`config.mk`:
```
export PLATFORM = sky130hd
export DESIGN_NAME = http_request_header_parser_top
export DESIGN_NICKNAME = d
export VERILOG_FILES = /design/src/rtl/hrp_pkg.sv /design/src/rtl/http_request_header_parser_top.sv /design/src/rtl/hrp_front.sv /design/src/rtl/hrp_queue.sv /design/src/rtl/hrp_back.sv
export SDC_FILE = /design/constraint.sdc
export NUM_CORES = 1
export LEC_CHECK = 0
export BUFFER_PORTS_ARGS = -buffer_cell sky130_fd_sc_hd__buf_2
export CAP_MARGIN = 20
export CORE_MARGIN = 2
export CORE_UTILIZATION = 35
export DETAILED_ROUTE_END_ITERATION = 8
export MAX_ROUTING_LAYER = met4
export PLACE_DENSITY_LB_ADDON = 0.05
export SYNTH_ARGS = -nofsm -noshare
export SYNTH_HDL_FRONTEND = slang
export SYNTH_SLANG_ARGS = --single-unit
```
`constraint.sdc`:
```
create_clock -name clock -period 5 [get_ports clock]
set_input_delay 0.75 -clock clock [delete_from_list [all_inputs] [get_ports clock]]
set_output_delay 0.75 -clock clock [all_outputs]
set_load 0.01 [all_outputs]
```
`src/rtl/hrp_pkg.sv`:
```
// ----------------------------------------------------------------------------
// hrp_pkg: shared types and constants of the request header parser
// Request item, queue status, mode and event codes, and the path prefix.
// ----------------------------------------------------------------------------
package hrp_pkg;

   // request modes
   localparam logic [1:0] MODE_BYTE = 2'd0;
   localparam logic [1:0] MODE_TICK = 2'd1;
   localparam logic [1:0] MODE_OPEN = 2'd2;

   // result events
   localparam logic [2:0] EV_NONE      = 3'd0;
   localparam logic [2:0] EV_PATH_BYTE = 3'd1;
   localparam logic [2:0] EV_PATH_DONE = 3'd2;
   localparam logic [2:0] EV_HDR_DONE  = 3'd3;
   localparam logic [2:0] EV_WS_DONE   = 3'd4;
   localparam logic [2:0] EV_CLOSE     = 3'd5;

   // characters
   localparam logic [7:0] CHAR_SPACE = 8'h20;
   localparam logic [7:0] CHAR_LF    = 8'h0a;
   localparam logic [7:0] CHAR_CR    = 8'h0d;

   // configuration port
   localparam int unsigned CSR_INDEX_W = 1;
   localparam int unsigned CSR_DATA_W  = 16;
   localparam logic [CSR_INDEX_W-1:0] CSR_IDLE_LIMIT = 1'b0;
   localparam logic [CSR_INDEX_W-1:0] CSR_KEEP_CONN  = 1'b1;
   localparam logic [15:0] IDLE_LIMIT_RESET = 16'd100;

   // queue between front and back
   localparam int unsigned QUEUE_DEPTH = 4;
   localparam int unsigned QPTR_W      = 2;

   localparam int unsigned PREFIX_LEN = 5;

   typedef struct packed {
      logic [1:0] mode;
      logic [7:0] data;
      logic       is_space;
      logic       is_lf;
      logic       is_cr;
   } item_type;

   typedef struct packed {
      logic not_empty;
      logic full;
   } q_status_type;

   // "/d/ws"
   function automatic logic [7:0] ws_prefix_char(input logic [2:0] idx);
      logic [7:0] ch;
      case (idx)
         3'd0: ch = 8'h2f;
         3'd1: ch = 8'h64;
         3'd2: ch = 8'h2f;
         3'd3: ch = 8'h77;
         3'd4: ch = 8'h73;
         default: ch = 8'h00;
      endcase
      return ch;
   endfunction

endpackage

```
`src/rtl/http_request_header_parser_top.sv`:
```
// path: a request accepted into the front stage register passes through a queue entry to the
// result register, and is held back while the result side stalls
// throughput: one request per cycle while req_stall is low, set by the state update
// in the back end; a four-entry queue absorbs short result stalls
// reset: synchronous, active high; parser returns to no connection, idle
// limit to 100 ticks, keep-connection off, queue and result register empty
// ----------------------------------------------------------------------------
// http_request_header_parser_top: request line and header parser
// Front intake, request queue and back-end parser state machine.
// ----------------------------------------------------------------------------
module http_request_header_parser_top #(
   parameter int unsigned PATH_BYTES = 64
) (
   input  logic                            clock,
   input  logic                            reset,
   input  logic                            req_valid,
   output logic                            req_stall,
   input  logic [1:0]                      req_mode,
   input  logic [7:0]                      req_byte_value,
   output logic                            rsp_valid,
   input  logic                            rsp_stall,
   output logic [2:0]                      rsp_event_res,
   output logic [7:0]                      rsp_path_byte,
   output logic [5:0]                      rsp_path_length,
   output logic                            rsp_is_websocket,
   input  logic                            csr_write_enable,
   input  logic [hrp_pkg::CSR_INDEX_W-1:0] csr_index,
   input  logic [hrp_pkg::CSR_DATA_W-1:0]  csr_write_data
);
   import hrp_pkg::*;

   q_status_type q_status;
   item_type     push_item;
   item_type     pop_item;
   logic         push;
   logic         pop;

   hrp_front u_front (
      .clock          (clock),
      .reset          (reset),
      .req_valid      (req_valid),
      .req_stall      (req_stall),
      .req_mode       (req_mode),
      .req_byte_value (req_byte_value),
      .q_status       (q_status),
      .push           (push),
      .push_item      (push_item)
   );

   hrp_queue u_queue (
      .clock     (clock),
      .reset     (reset),
      .push      (push),
      .push_item (push_item),
      .pop       (pop),
      .pop_item  (pop_item),
      .q_status  (q_status)
   );

   hrp_back #(
      .PATH_BYTES (PATH_BYTES)
   ) u_back (
      .clock            (clock),
      .reset            (reset),
      .csr_write_enable (csr_write_enable),
      .csr_index        (csr_index),
      .csr_write_data   (csr_write_data),
      .q_status         (q_status),
      .pop_item         (pop_item),
      .pop              (pop),
      .rsp_valid        (rsp_valid),
      .rsp_stall        (rsp_stall),
      .rsp_event_res    (rsp_event_res),
      .rsp_path_byte    (rsp_path_byte),
      .rsp_path_length  (rsp_path_length),
      .rsp_is_websocket (rsp_is_websocket)
   );

endmodule

```
`src/rtl/hrp_front.sv`:
```
// ----------------------------------------------------------------------------
// hrp_front: request intake and byte classification
// Registers each request with its character class and hands it to the queue.
// ----------------------------------------------------------------------------
module hrp_front (
   input  logic                 clock,
   input  logic                 reset,
   input  logic                 req_valid,
   output logic                 req_stall,
   input  logic [1:0]           req_mode,
   input  logic [7:0]           req_byte_value,
   input  hrp_pkg::q_status_type q_status,
   output logic                 push,
   output hrp_pkg::item_type    push_item
);
   import hrp_pkg::*;

   logic     stage_valid_ff, stage_valid_in;
   item_type stage_item_ff, stage_item_in;
   logic     take;

   assign push      = stage_valid_ff && !q_status.full;
   assign req_stall = stage_valid_ff && q_status.full;
   assign take      = req_valid && !req_stall;
   assign push_item = stage_item_ff;

   always_comb begin
      stage_item_in.mode     = req_mode;
      stage_item_in.data     = req_byte_value;
      stage_item_in.is_space = (req_byte_value == CHAR_SPACE);
      stage_item_in.is_lf    = (req_byte_value == CHAR_LF);
      stage_item_in.is_cr    = (req_byte_value == CHAR_CR);
      if (take) begin
         stage_valid_in = 1'b1;
      end else if (push) begin
         stage_valid_in = 1'b0;
      end else begin
         stage_valid_in = stage_valid_ff;
      end
   end

   always_ff @(posedge clock) begin
      if (reset) begin
         stage_valid_ff <= 1'b0;
      end else begin
         stage_valid_ff <= stage_valid_in;
      end
   end

   always_ff @(posedge clock) begin
      if (take) begin
         stage_item_ff <= stage_item_in;
      end
   end

endmodule

```
`src/rtl/hrp_queue.sv`:
```
// ----------------------------------------------------------------------------
// hrp_queue: short request queue between front and back
// Circular buffer with separate read and write pointers and a fill count.
// ----------------------------------------------------------------------------
module hrp_queue (
   input  logic                  clock,
   input  logic                  reset,
   input  logic                  push,
   input  hrp_pkg::item_type     push_item,
   input  logic                  pop,
   output hrp_pkg::item_type     pop_item,
   output hrp_pkg::q_status_type q_status
);
   import hrp_pkg::*;

   item_type          entries_ff [QUEUE_DEPTH];
   logic [QPTR_W-1:0] wr_ptr_ff, wr_ptr_in;
   logic [QPTR_W-1:0] rd_ptr_ff, rd_ptr_in;
   logic [QPTR_W:0]   count_ff, count_in;

   assign pop_item           = entries_ff[rd_ptr_ff];
   assign q_status.not_empty = (count_ff != '0);
   assign q_status.full      = (count_ff == (QPTR_W+1)'(QUEUE_DEPTH));

   always_comb begin
      wr_ptr_in = push ? wr_ptr_ff + 1'b1 : wr_ptr_ff;
      rd_ptr_in = pop ? rd_ptr_ff + 1'b1 : rd_ptr_ff;
      case ({push, pop})
         2'b10:   count_in = count_ff + 1'b1;
         2'b01:   count_in = count_ff - 1'b1;
         default: count_in = count_ff;
      endcase
   end

   always_ff @(posedge clock) begin
      if (reset) begin
         wr_ptr_ff <= '0;
         rd_ptr_ff <= '0;
         count_ff  <= '0;
      end else begin
         wr_ptr_ff <= wr_ptr_in;
         rd_ptr_ff <= rd_ptr_in;
         count_ff  <= count_in;
      end
   end

   always_ff @(posedge clock) begin
      if (push) begin
         entries_ff[wr_ptr_ff] <= push_item;
      end
   end

`ifndef NO_ASSERTIONS
   a_count_bound: assert property (@(posedge clock) disable iff (reset)
      count_ff <= (QPTR_W+1)'(QUEUE_DEPTH))
      else $error("queue fill count beyond depth");
   a_no_pop_empty: assert property (@(posedge clock) disable iff (reset)
      pop |-> count_ff != '0)
      else $error("pop from empty queue");
   a_no_push_full: assert property (@(posedge clock) disable iff (reset)
      push |-> !q_status.full)
      else $error("push into full queue");
   a_ptr_track: assert property (@(posedge clock) disable iff (reset)
      (count_ff == '0) |-> (wr_ptr_ff == rd_ptr_ff))
      else $error("queue pointers disagree with empty count");
`endif

endmodule

```
`src/rtl/hrp_back.sv`:
```
// ----------------------------------------------------------------------------
// hrp_back: parser state machine and result register
// Applies each queued request to the connection state and registers the result.
// ----------------------------------------------------------------------------
module hrp_back #(
   parameter int unsigned PATH_BYTES = 64
) (
   input  logic                          clock,
   input  logic                          reset,
   input  logic                          csr_write_enable,
   input  logic [hrp_pkg::CSR_INDEX_W-1:0] csr_index,
   input  logic [hrp_pkg::CSR_DATA_W-1:0]  csr_write_data,
   input  hrp_pkg::q_status_type          q_status,
   input  hrp_pkg::item_type              pop_item,
   output logic                          pop,
   output logic                          rsp_valid,
   input  logic                          rsp_stall,
   output logic [2:0]                    rsp_event_res,
   output logic [7:0]                    rsp_path_byte,
   output logic [5:0]                    rsp_path_length,
   output logic                          rsp_is_websocket
);
   import hrp_pkg::*;

   localparam int unsigned CNT_W = $clog2(PATH_BYTES);
   localparam logic [CNT_W-1:0] KEEP_MAX   = CNT_W'(PATH_BYTES - 2);
   localparam logic [CNT_W-1:0] PREFIX_CNT = CNT_W'(PREFIX_LEN);

   localparam logic [3:0] PH_NONE    = 4'd0;
   localparam logic [3:0] PH_METHOD  = 4'd1;
   localparam logic [3:0] PH_PATH    = 4'd2;
   localparam logic [3:0] PH_PROTO   = 4'd3;
   localparam logic [3:0] PH_FLAG    = 4'd4;
   localparam logic [3:0] PH_INFLAG  = 4'd5;
   localparam logic [3:0] PH_XFER    = 4'd6;
   localparam logic [3:0] PH_WS      = 4'd7;
   localparam logic [3:0] PH_WS_OPEN = 4'd8;
   localparam logic [3:0] PH_CLOSE   = 4'd9;

   localparam logic [1:0] WS_KEY  = 2'd0;
   localparam logic [1:0] WS_LINE = 2'd1;
   localparam logic [1:0] WS_LF   = 2'd2;
   localparam logic [1:0] WS_LFCR = 2'd3;

   logic [15:0]      idle_limit_ff;
   logic             keep_conn_ff;
   logic [3:0]       phase_ff, phase_in;
   logic [CNT_W-1:0] count_ff, count_in;
   logic             prefix_ff, prefix_in;
   logic [1:0]       ws_sub_ff, ws_sub_in;
   logic [15:0]      idle_ff, idle_in;
   logic             rsp_valid_ff, rsp_valid_in;
   logic [2:0]       event_ff, event_in;
   logic [7:0]       pbyte_ff, pbyte_in;
   logic [5:0]       plen_ff, plen_in;
   logic             ws_ff, ws_in;
   logic             take;
   logic             is_ws;

   assign take = q_status.not_empty && (!rsp_valid_ff || !rsp_stall);
   assign pop  = take;

   assign rsp_valid        = rsp_valid_ff;
   assign rsp_event_res    = event_ff;
   assign rsp_path_byte    = pbyte_ff;
   assign rsp_path_length  = plen_ff;
   assign rsp_is_websocket = ws_ff;

   assign is_ws = prefix_ff && (count_ff >= PREFIX_CNT);

   always_comb begin
      phase_in = phase_ff;
      count_in = count_ff;
      prefix_in = prefix_ff;
      ws_sub_in = ws_sub_ff;
      idle_in  = idle_ff;
      event_in = EV_NONE;
      pbyte_in = 8'd0;
      plen_in  = 6'd0;
      ws_in    = 1'b0;
      if (take) begin
         rsp_valid_in = 1'b1;
      end else begin
         rsp_valid_in = rsp_valid_ff && rsp_stall;
      end
      if (take) begin
         case (pop_item.mode)
            MODE_BYTE: begin
               idle_in = 16'd0;
               case (phase_ff)
                  PH_METHOD: begin
                     if (pop_item.is_space) begin
                        phase_in  = PH_PATH;
                        count_in  = '0;
                        prefix_in = 1'b1;
                     end
                  end
                  PH_PATH: begin
                     if (pop_item.is_space) begin
                        plen_in  = 6'(count_ff);
                        ws_in    = is_ws;
                        event_in = EV_PATH_DONE;
                        count_in = '0;
                        if (is_ws) begin
                           phase_in  = PH_WS;
                           ws_sub_in = WS_KEY;
                        end else begin
                           phase_in = PH_PROTO;
                        end
                     end else if (count_ff < KEEP_MAX) begin
                        if (count_ff < PREFIX_CNT
                            && pop_item.data != ws_prefix_char(count_ff[2:0])) begin
                           prefix_in = 1'b0;
                        end
                        count_in = count_ff + 1'b1;
                        pbyte_in = pop_item.data;
                        event_in = EV_PATH_BYTE;
                     end
                  end
                  PH_PROTO: begin
                     if (pop_item.is_lf) begin
                        phase_in = PH_FLAG;
                     end
                  end
                  PH_FLAG: begin
                     if (pop_item.is_lf) begin
                        phase_in = PH_XFER;
                        event_in = EV_HDR_DONE;
                     end else if (!pop_item.is_cr) begin
                        phase_in = PH_INFLAG;
                     end
                  end
                  PH_INFLAG: begin
                     if (pop_item.is_lf) begin
                        phase_in = PH_FLAG;
                     end
                  end
                  PH_WS: begin
                     // newline, CR, newline ends a websocket request
                     case (ws_sub_ff)
                        WS_KEY: ws_sub_in = WS_LINE;
                        WS_LINE: begin
                           if (pop_item.is_lf) begin
                              ws_sub_in = WS_LF;
                           end
                        end
                        WS_LF: ws_sub_in = pop_item.is_cr ? WS_LFCR : WS_LINE;
                        default: begin
                           if (pop_item.is_lf) begin
                              ws_sub_in = WS_KEY;
                              phase_in  = PH_WS_OPEN;
                              event_in  = EV_WS_DONE;
                           end else begin
                              ws_sub_in = WS_LINE;
                           end
                        end
                     endcase
                  end
                  PH_CLOSE: begin
                     if (keep_conn_ff) begin
                        phase_in = PH_METHOD;
                     end else begin
                        event_in = EV_CLOSE;
                     end
                  end
                  default: begin
                  end
               endcase
            end
            MODE_TICK: begin
               if (phase_ff inside {[PH_METHOD:PH_INFLAG]}) begin
                  if (idle_ff != 16'hffff) begin
                     idle_in = idle_ff + 16'd1;
                  end
                  if (idle_ff > idle_limit_ff) begin
                     phase_in = PH_CLOSE;
                     event_in = EV_CLOSE;
                  end
               end
            end
            MODE_OPEN: begin
               phase_in  = PH_METHOD;
               count_in  = '0;
               prefix_in = 1'b1;
               ws_sub_in = WS_KEY;
               idle_in   = 16'd0;
            end
            default: begin
            end
         endcase
      end
   end

   always_ff @(posedge clock) begin
      if (reset) begin
         idle_limit_ff <= IDLE_LIMIT_RESET;
         keep_conn_ff  <= 1'b0;
      end else if (csr_write_enable) begin
         case (csr_index)
            CSR_IDLE_LIMIT: idle_limit_ff <= csr_write_data;
            CSR_KEEP_CONN:  keep_conn_ff  <= csr_write_data[0];
            default: begin
            end
         endcase
      end
   end

   always_ff @(posedge clock) begin
      if (reset) begin
         phase_ff     <= PH_NONE;
         count_ff     <= '0;
         prefix_ff    <= 1'b1;
         ws_sub_ff    <= WS_KEY;
         idle_ff      <= 16'd0;
         rsp_valid_ff <= 1'b0;
      end else begin
         phase_ff     <= phase_in;
         count_ff     <= count_in;
         prefix_ff    <= prefix_in;
         ws_sub_ff    <= ws_sub_in;
         idle_ff      <= idle_in;
         rsp_valid_ff <= rsp_valid_in;
      end
   end

   always_ff @(posedge clock) begin
      if (take) begin
         event_ff <= event_in;
         pbyte_ff <= pbyte_in;
         plen_ff  <= plen_in;
         ws_ff    <= ws_in;
      end
   end

`ifndef NO_ASSERTIONS
   a_count_bound: assert property (@(posedge clock) disable iff (reset)
      count_ff <= KEEP_MAX)
      else $error("kept path count beyond limit");
   a_ws_sub_phase: assert property (@(posedge clock) disable iff (reset)
      ws_sub_ff != WS_KEY |-> phase_ff == PH_WS)
      else $error("websocket scanner active outside websocket phase");
   a_ws_flag_event: assert property (@(posedge clock) disable iff (reset)
      rsp_valid_ff && ws_ff |-> event_ff == EV_PATH_DONE)
      else $error("websocket flag on wrong event");
   a_ws_needs_prefix: assert property (@(posedge clock) disable iff (reset)
      take && phase_in == PH_WS && phase_ff == PH_PATH |-> prefix_ff)
      else $error("websocket phase entered without prefix match");
`endif

endmodule
```
# ---- Word-level counts from Yosys, hierarchy flattened
# Memory sizes are Yosys's and may differ from the RTL's. A register that Yosys moved wholly into a read port is not among the register bits.
# Index checks and enable logic that the tools add are counted.
# W data, S select, Z words.
dict set report totals {
  memories 1
  regBits 86
  ram_bits 52
  input_bits 32
  out_inout_bits 20
  wordCells 174
}
# memory words word_bits read_ports rd_ports_with_merged_regs write_ports line_no
set mem_list {}
lappend mem_list {u_queue.entries_ff 4 13 1 1 1 hrp_queue.sv:16} ;# item_type entries_ff [QUEUE_DEPTH];
dict set report op_classes {
  order_cmp 6
  eq_ne 42
  mux 59
  n_reduce_logical 35
  bitwise 4
  add_sub_neg 6
}
# op count
set ops {}
lappend ops {{$mux W4} 10}
lappend ops {{$mux W8} 5}
lappend ops {{$mux W16} 2}
lappend ops {{$pmux W16 S2} 1}
lappend ops {{$pmux W7 S4} 1}
lappend ops {{$ne A3 B3 Y1 const B} 8}
lappend ops {{$pmux W4 S6} 1}
lappend ops {{$pmux W6 S2} 2}
lappend ops {{$mux W3} 7}
lappend ops {{$mux W6} 3}
lappend ops {{$add A16 B1 Y16 const B} 1}
lappend ops {{$eq A8 B4 Y1 const B} 2}
lappend ops {{$gt A16 B16 Y1} 1}
lappend ops {{$ne A16 B16 Y1 const B} 1}
lappend ops {{$mux W2} 7}
lappend ops {{$eq A4 B3 Y1 const B} 3}
lappend ops {{$ne A3 B2 Y1 const B} 4}
lappend ops {{$pmux W3 S2} 2}
lappend ops {{$pmux W3 S4} 1}
lappend ops {{$pmux W4 S3} 1}
lappend ops {{$reduce_and A12 Y1} 1}
lappend ops {{$mux W1} 11}
lappend ops {{$eq A4 B2 Y1 const B} 2}
lappend ops {{$eq A8 B6 Y1 const B} 1}
lappend ops {{other kinds (41)} 74}

# ---- Logic depth before layout (Yosys ltp)
dict set report logic_depth {
  depth_word 15
  mapped_depth 12
  mapped_depth_nobuf 9
}

# ---- Cells and area by module
# From an unflattened synthesis, not the netlist that was laid out.
dict set report unflattened {
  hier_cells 601
  area_unflattened_um2 6762.7
}
# module instances seq_area_each_um2 area_per_inst_um2 cells_per_inst
set by_module_without_submodules {}
lappend by_module_without_submodules {hrp_back 1 1481.4 3953.8 464}
lappend by_module_without_submodules {hrp_queue 1 1741.7 2308.5 110}
lappend by_module_without_submodules {hrp_front 1 410.4 500.5 27}

# ---- Worst setup path after synthesis
# No wires, ideal clock.
dict set report synth_path {
  path_kind {reg2reg}
  start {register (tool-made name)}
  end {register u_back.count_ff[1]}
  required_time_ns 4.882
  synth_period_minus_slack_ns 2.773
  setup_ns 0.118
  path_buffers 3
  path_stages_with_launch 12
  setup_slack_ns 2.227
  t_arrival_ns 2.655
  path_cell_list {dfxtp_1 buf_6 buf_12 mux4_1 inv_1 ha_1 clkbuf_1 nor3b_1 o211ai_1 nor3_1 mux2i_1 nor2_1}
}
# item line_no
set synth_rtl {}
lappend synth_rtl {{end signal, assigned} hrp_back.sv:218} ;# count_ff <= count_in;
lappend synth_rtl {{end, declared} hrp_back.sv:48} ;# logic [CNT_W-1:0] count_ff, count_in;

==> run_results.csv <==
group,metric,value,unit
run_status,status,"completed",
placed_design,io_buffers,51,
worst_setup_path,crit_arrival,3.66,ns
worst_setup_path,worstPathMaxFanout,17,
route,drc,0,
synthesis,synth_top_area_frac,0.369,
placed_design,globalplace.congestion,0.839,
pwr,p_per_area,484,nW/µm²
worst_setup_path,reg2reg_slack,1.68,ns
global_route,grt_max_degree,44,
die,die_w,143,µm
clocking,cts_tree,"done",
worst_setup_path,worstSetupPathType,"reg2reg",
synthesis,synth.avg_cell_area,11.2,µm²
sta,setup-violations-final,0,
route,detail_route.iter0.violations,349,
clocking,root_buffer,"clkbuf_16",
synthesis,synth_area_leaders,"edfxtp_1 (37%), dfxtp_1 (17%), ha_1 (5.9%)",
sta,relSlewSlack,0.309,
sta,min_period,3.32,ns
placed_design,dpl_worst_slack,1.66,ns
sta,hold_violations,0,
synthesis,synth_seq_cells,140,
synthesis,synth_top_cell_by_area,"edfxtp_1",
global_route,overflow,0,
worst_setup_path,max_stage_delay,0.77,ns
worst_setup_path,crit_required,5.34,ns
layout,layout-drive-gt1-share,0.159,
synthesis,synthFlopType,"edfxtp_1",
clocking,cts_resized,0,
worst_setup_path,slowest_stage,"dfxtp_1",
die,num_rows,50,
global_route,grt_pass1_vias,4373,
pwr,p_total,3.80,mW
synthesis,seq_area_frac_synth,0.537,
clocking,clk_latency,0.42,ns
worst_setup_path,start_kind,"register",
pwr,ir_drop,246,µV
clocking,post_cts_buffers,0,
synthesis,syn_area,6760,µm²
sta,worst_slack,1.68,ns
die,core,18800,µm²
die,initial_core_util,0.359,
layout,antenna_cells,0,
synthesis,synth_edf_count,83,
worst_setup_path,path_depth,8,
run,drv_cap,0,
synthesis,synth_nets,671,
sta,skew,0.00848,ns
route,wire_per_inst,15.7,µm
die,die_area,20400,µm²
global_route,grt_pass1_wl,23.6,mm
clocking,cts_buffers,17,
route,drt_pass1_iterations,4,
layout,layout.nets,720,
synthesis,synthCells,606,
pwr,p_leak,2.82,nW
sta,max_freq,301,MHz
synthesis,ys_async_sr_fraction,0,
sta,tightest_slew,1.03,ns
global_route,track_usage,0.155,
worst_setup_path,endpoint_kind,"register",
clocking,cts_hold_buffers,0,
worst_setup_path,cp-endpoint,"u_back.idle_ff[9]$_SDFFE_PP0P_",
clocking,htree_levels,4,
route,vias,4629,
clocking,cts_buffer_depth,2,
sta,rsz0062_at_grt,"false",
route,vias_per_cell,4.99,
layout,synthToLayoutAreaGrowth,16.0,%
clocking,cts_sinks,140,
synthesis,ys_types,68,
route,ant_nets,0,
sta,slew_violations,0,
worst_setup_path,r2r_cells,8,
min_path,hp-class,"reg2reg",
global_route,antenna_found_initial,0,
die,die_h,143,µm
layout,fin_cells,928,
worst_setup_path,cpLargestDelayFamily,"flip-flops",
worst_setup_path,cp_num_buf_inv,2,
die,ios,52,
synthesis,yosysWarnings,0,
clocking,path_clk_slew,0.07,ns
sta,setup-tns-final,0,ns
placed_design,dp_hpwl,10.3,mm
sta,finalCritPeriodShare,0.664,
worst_setup_path,regToRegEndpoint,"u_back.idle_ff[9]$_SDFFE_PP0P_",
route,wl,14.6,mm
worst_setup_path,path_cells,"mux4_1 -> inv_1 -> ha_1 -> o31ai_1 -> buf_4 -> a21o_1 -> or4b_1 -> a21oi_1",
placed_design,placed_cells,896,
[synth_stat cells (5+ instances only)]
master	number
mux2i_1	8
xnor2_1	16
ha_1	32
and3_1	6
nand3_1	15
nand4_1	7
a211oi_1	7
edfxtp_1	83
nand2b_1	8
buf_2	7
nor3_1	12
nand2_1	53
nor2_1	53
clkbuf_1	10
a21o_1	7
a21oi_1	39
dfxtp_1	57
and2_1	15
mux4_1	7
inv_1	37
nor2b_1	12
a211o_1	5
o21ai_0	15
or3_1	6
[cell families after synthesis]
family,after synthesis,share of synthesized area
compound gates,115,0.117
xor+xnor,20,0.0259
fa+ha+maj,33,0.0622
buf+inv,62,0.0400
flops,140,0.537
mux,22,0.0574
simple gates,214,0.160
[metal layers]
layer	part of all wire	vias to the layer above	track usage
met3	0.038	14	0.0325
li1	-	2312	-
met5	0	-	-
met4	0.012	0	0.0485
met2	0.44	74	0.222
met1	0.51	2229	0.220
[state kept, by name (all words and copies together) (netlist names), 4 cells and up, named ones only]
register and flops:
u_back.count_ff 6, u_back.idle_ff 16, u_back.idle_limit_ff 16, u_back.phase_ff 4
u_back.rsp_path_byte 8, u_back.rsp_path_length 6, u_front.push_item 13, u_queue.entries_ff 52
[worst min path at each step]
stage	slack, ns	depth (start not counted)	startpoint	to
final	0.46	2	u_back.idle_limit_ff[1]$_SDFFE_PP0P_	u_back.idle_limit_ff[1]$_SDFFE_PP0P_
after global routing	0.48	2	u_back.idle_limit_ff[3]$_SDFFE_PP0P_	u_back.idle_limit_ff[3]$_SDFFE_PP0P_
after CTS	0.46	2	u_back.idle_limit_ff[1]$_SDFFE_PP0P_	u_back.idle_limit_ff[1]$_SDFFE_PP0P_
after global placement	0.45	2	u_back.idle_limit_ff[1]$_SDFFE_PP0P_	u_back.idle_limit_ff[1]$_SDFFE_PP0P_
after detailed placement	0.45	2	u_back.idle_limit_ff[1]$_SDFFE_PP0P_	u_back.idle_limit_ff[1]$_SDFFE_PP0P_
after floorplan	0.44	2	u_back.idle_limit_ff[10]$_SDFFE_PP0P_	u_back.idle_limit_ff[10]$_SDFFE_PP0P_
[final cells by class]
class,count,area [µm²]
Multi-Input combinational cell,404,2860
Timing Repair Buffer,55,285
Sequential cell,140,3630
Clock inverter,15,175
Tap cell,260,325
Inverter,37,139
Clock buffer,17,425
Fill cell,1817,11000
[worst register-to-register path, delay by kind of cell (launching register included)]
kind,cells,cell delay [ns]
and+or+nand+nor,1,0.51
AOI/OAI and AO/OA,3,0.57
muxes,1,0.46
buffers and inverters,2,0.33
adders and majority gates,1,0.60
DFF,1,0.77
[power by group]
group	leakage, nW	internal, mW	total [mW]	switching [mW]
Combinational	1.29	0.373	1.00	0.628
Clock	0.290	0.716	1.27	0.557
Sequential	1.24	1.40	1.52	0.118
[per-stage QoR]
stage | area (µm²) | utilization | hold slack [ns]
3_3_place_gp | 7240 | 0.384 | 0.448
2_1_floorplan | 6760 | - | 0.436
5_1_grt | 7840 | 0.416 | 0.476
4_1_cts | 7840 | 0.416 | 0.457
3_5_place_dp | 7240 | 0.384 | 0.447
6_report | 7840 | 0.416 | 0.456
[cells in the final DEF (no fill, tap or decap), drive strengths merged, types with 15 or more instances in the layout]
master	count
edfxtp	83
inv	46
nand2	53
nand3	15
o21ai	16
clkbuf	17
ha	32
and2	16
a21oi	39
buf	55
dfxtp	57
nor2	53
xnor2	16
No activity file was read; power rests on OpenSTA's default activity.
